<file path="config.mk">
export PLATFORM = sky130hd
export DESIGN_NAME = wfhc_fnv
export DESIGN_NICKNAME = d
export VERILOG_FILES = /design/src/hdl/wfhc_pkg.sv /design/src/hdl/wfhc_fnv.sv
export SDC_FILE = /design/constraint.sdc
export NUM_CORES = 1
export LEC_CHECK = 0
export ABC_AREA = 1
export BUFFER_PORTS_ARGS = -buffer_cell sky130_fd_sc_hd__buf_4
export CAP_MARGIN = 20
export CORE_ASPECT_RATIO = 0.75
export CORE_MARGIN = 3
export CORE_UTILIZATION = 55
export DETAILED_ROUTE_END_ITERATION = 8
export GPL_TIMING_DRIVEN = 0
export PLACE_DENSITY_LB_ADDON = 0.08
export SLEW_MARGIN = 5
export SYNTH_ARGS = -nofsm -noshare
export SYNTH_HDL_FRONTEND = slang
export SYNTH_SLANG_ARGS = --single-unit
</file>
<file path="constraint.sdc">
create_clock -name vclk -period 6.25
set_input_delay 0.625 -clock vclk [all_inputs]
set_output_delay 0.625 -clock vclk [all_outputs]
set_load 0.03 [all_outputs]
</file>
<file path="src/hdl/wfhc_pkg.sv">
// ----------------------------------------------------------------------------
// wfhc_pkg
// Shared types and constants of the word frequency hash counter.
// ----------------------------------------------------------------------------
`default_nettype none

package wfhc_pkg;

	localparam int unsigned TABLE_SIZE   = 1024;
	localparam int unsigned SLOT_W       = $clog2(TABLE_SIZE);
	localparam int unsigned MAX_WORD_LEN = 16;
	localparam int unsigned POS_W        = $clog2(MAX_WORD_LEN);
	localparam int unsigned LEN_W        = POS_W + 1;
	localparam int unsigned OCC_W        = SLOT_W + 1;
	localparam int unsigned COUNT_W      = 32;
	localparam int unsigned PADDR_W      = 3;

	localparam logic [63:0] FNV_BASIS   = 64'hCBF29CE484222325;
	localparam logic [8:0]  FNV_PRIME_L = 9'h1B3;
	localparam int unsigned FNV_PRIME_S = 40;

	localparam logic [10:0] LOAD_LIMIT_RST = 11'd819;
	localparam logic [4:0]  WORD_LIMIT_RST = 5'd16;

	typedef enum logic [1:0] {
		OP_TEXT  = 2'd0,
		OP_FLUSH = 2'd1,
		OP_READ  = 2'd2
	} op_t;

	typedef enum logic [2:0] {
		KIND_NEW     = 3'd0,
		KIND_COUNTED = 3'd1,
		KIND_DROPPED = 3'd2,
		KIND_BYTE    = 3'd3,
		KIND_EMPTY   = 3'd4
	} kind_t;

	typedef enum logic [0:0] {
		REG_LOAD_LIMIT = 1'b0,
		REG_WORD_LIMIT = 1'b1
	} reg_sel_t;

	typedef struct packed {
		logic [LEN_W-1:0]                  len;
		logic [COUNT_W-1:0]                cnt;
		logic [MAX_WORD_LEN-1:0][7:0]      bytes;
	} row_t;

endpackage

`default_nettype wire

</file>
<file path="src/hdl/wfhc_fnv.sv">
// ----------------------------------------------------------------------------
// wfhc_fnv
// One FNV-1a step: xor a byte in, multiply by the 64-bit prime.
// ----------------------------------------------------------------------------
`default_nettype none

module wfhc_fnv (
	input  wire logic [63:0] hash,
	input  wire logic [7:0]  data,
	output logic [63:0]      hash_next
);

	logic [63:0] mixed;
	logic [72:0] low_prod;

	always_comb begin
		mixed     = hash ^ {56'd0, data};
		low_prod  = mixed * {64'd0, wfhc_pkg::FNV_PRIME_L};
		hash_next = (mixed << wfhc_pkg::FNV_PRIME_S) + low_prod[63:0];
	end

endmodule

`default_nettype wire

</file>
* Word-level counts from Yosys, hierarchy flattened *
Index checks and enable logic that the tools add are counted.

storage, ports and cells
  bits in registers = 0
  output and inout bits = 64

cells by class
  bitwise gates (word level) = 1
  $mul = 1
  $add $sub $neg = 1

operators by type and width
  cell                                                count
  adder 64 bit                                        1
  multiplier 64 x 9 -> 64 bit, second input constant  1
  XOR 64 x 8 -> 64 bit                                1

* Longest topological paths before layout *
  depth after elaboration = 3
  gate-level depth with buffers = 25

* Worst setup path after synthesis *
OpenSTA, ideal clock, no wires.

  path type = input-to-output
  start point = input data[0]
  end point = output hash_next[32]
  stages = 17
  path buffers = 0
  arrival time = 4903 ps
  path slack = 722 ps
  cell sequence = xnor2_1 -> inv_1 -> ha_1 -> xor2_1 -> ha_1 -> fa_1 -> fa_1 -> ha_1 -> ha_1 -> nand2_1 -> nor2_1 -> nand3_1 -> nand2_2 -> nand2_1 -> nand2_2 -> a21oi_1 -> xnor2_1

on the way
  longest elaborated chain between the ends = 3

ends and longest elaborated chain
  item                         RTL line        source
  start: declaration           wfhc_fnv.sv:9   input wire logic [7:0] data,
  XOR 64 x 8 -> 64 bit         wfhc_fnv.sv:17  mixed = hash ^ {56'd0, data};
  multiplier 64 x 9 -> 64 bit  wfhc_fnv.sv:18  low_prod = mixed * {64'd0, wfhc_pkg::FNV_PRIME_L};
  adder 64 bit                 wfhc_fnv.sv:19  hash_next = (mixed << wfhc_pkg::FNV_PRIME_S) + low_prod[63:0];
  end: declaration             wfhc_fnv.sv:10  output logic [63:0] hash_next

Every way passes these cells.

* Final worst setup path *
  start point = input data[0]
  end point = output hash_next[54]

on the way
  longest elaborated chain between the ends = 3

ends and longest elaborated chain
  item                         RTL line
  XOR 64 x 8 -> 64 bit (*)     wfhc_fnv.sv:17
  multiplier 64 x 9 -> 64 bit  wfhc_fnv.sv:18
  adder 64 bit (*)             wfhc_fnv.sv:19

Mark *: on every way between the ends. The rest lies on a longest branch, timed or not.

==> flow_metrics.tcl <==
set metrics [dict create \
    outcome "finished clean" \
    rsz0062_at_grt "false" \
    antenna_cells 0 \
    nClkBuffers 0 \
    crit_buf_inv 3 \
    multi_input_comb_area_um2 11370 \
    drc 0 \
    relSlewSlack_pct 49.97 \
    gp_congestion 1.012 \
    fill_cells 2320 \
    initial_core_util_pct 57.16 \
    stdcell_area_um2 15480 \
    cp_slowest_cell "fa_1" \
    die-area_um2 27390 \
    endpoint_kind "output port" \
    die_h_um 144.1 \
    num_io_pins 136 \
    synth_warnings 0 \
    setup_viol 0 \
    wl_per_cell_um 17.02 \
    synth_top_area_share_pct 30.06 \
    core_um2 24460 \
    grt_pass1_vias 12420 \
    routed_wl_um 43690 \
    avgViaCountPerCell 4.964 \
    cpPeakStageDelay_ps 530 \
    area_delta_synth_final_pct 10.68 \
    postRouteAntennaNets 0 \
    place_ws_ps -127.5 \
    grt_max_degree 7 \
    max_freq_mhz 165.8 \
    rows 49 \
    drtIter0Drc 1139 \
    syn_area_um2 13980 \
    cp_max_fo 5 \
    holdBufCountCts 0 \
    avgSynthCellArea_um2 6.659 \
    synth_fp_nets 2578 \
    die_w_um 190.1 \
    worstSetupPathType "input pin to output port" \
    yosys-top-cells-area "fa_1 (30%), inv_1 (19%), ha_1 (18%)" \
    synth_area_leader_cell "fa_1" \
    fin_nets 2715 \
    track_usage_pct 32.29 \
    placed_area_um2 15420 \
    dpl.hpwl_um 41070 \
    syn_inst 2100 \
    io_buffer_count 136 \
    cp_common_cell "nand2_1" \
    worst_pin_slew_ps 748.1 \
    worst_hold_slack_ps 1944 \
    drv_cap 0 \
    worstPathCellList "buf_4 > xnor2_2 > inv_1 > ha_1 > xor2_1 > ha_1 > or2_2 > fa_1 > fa_1 > ha_1 > ha_1 > nand2_1 > nor2_2 > nand3_1 > nand3_1 > nand2_1 > nand2_1 > nand2_1 > nand3_1 > nand2_1 > nand2_1 > buf_4" \
    num_vias 12740 \
    final_common_cell "inv_1" \
    grt_pass1_wl_um 67720 \
    postCtsSetupBuffers 0 \
    seq_area_um2 0 \
    finalWorstSetupSlack_ps 217.1 \
    layout-drive-gt1-share_pct 7.830 \
    cpLargestDelayFamily "adder cells" \
    crit_required_ps 5620 \
    finalHoldViolations 0 \
    slew_violations 0 \
    seq_cell_count 0 \
    fin_crit_sh_pct 96.53 \
    crit_arrival_ps 5410 \
    layout_common_cells "inv_1 (712), nand2_1 (565), fa_1 (210)" \
    synth_cell_types 31 \
    grt_overflow 0 \
    hp-class "input pin to output port" \
    ys_seq_area_share_pct 0 \
    start_kind "input pin" \
    dr.pass1.iters 6 \
    finalCriticalPeriod_ps 6033 \
    grt_antenna_before_repair 0 \
]
## final timing paths
check                           end  cells after the start  startpoint
worst max-delay path  hash_next[54]                     22     data[0]
worst min-delay path   hash_next[0]                      4     hash[0]
## per-layer routing
layer  vias up  GRT usage (%)  part of all wire (%)
li1       6309              -                     -
met1      5918          51.10                    49
met2       488          46.70                    39
met3        22          6.421                    10
met4         0          3.733                   1.4
met5         -              0                     0
## kinds of logic after synthesis
logic type,after synthesis,share of synthesized area [%]
AND/OR/NAND/NOR,799,23.59
buffers and inverters,714,19.17
adder cells (fa/ha/maj),406,47.60
XOR/XNOR,97,6.076
AO/OA/AOI/OAI,84,3.570
## layout make-up
cell class                 count  area share (%)
inverter                     713           17.29
timing repair buffer         136           6.597
tap                          331           2.676
multi-input combinational   1386           73.44
## cells in the mapped netlist
cell      count
inv_1       712
nand2_1     565
fa_1        210
ha_1        196
nor2_1       95
xor2_1       70
nand3_1      63
a21oi_1      43
xnor2_1      27
nand4_1      22
o21bai_1     21
o22ai_1      16
nor2_2       13
nand2_2       9
nor3_1        8
nand3_2       6
and2_1        4
and2_0        2
and3_1        2
nand3b_1      2
nor3_2        2
nor4_1        2
o21ai_0       2
a21o_1        1
and3b_1       1
clkbuf_1      1
inv_2         1
nor2_4        1
o32ai_1       1
or2_1         1
or2_2         1
## metrics by stage
step                      util, %  setup TNS (ps)  std cells
after global placement      63.03           -1231       2567
after floorplan                 -               0       2100
after global routing        63.27               0       2566
final                       63.27               0       2566
after detailed placement    63.03          -461.7       2567
after CTS                   63.12               0       2567
## timing repair
action,4_1_cts,5_1_grt
resized for setup,3,5
hold endpoints to repair,0,0
endpoints found under the setup margin,14,35
Power is not shown: default switching activity piles up to over one toggle a cycle in this logic, so the estimate is an artifact.
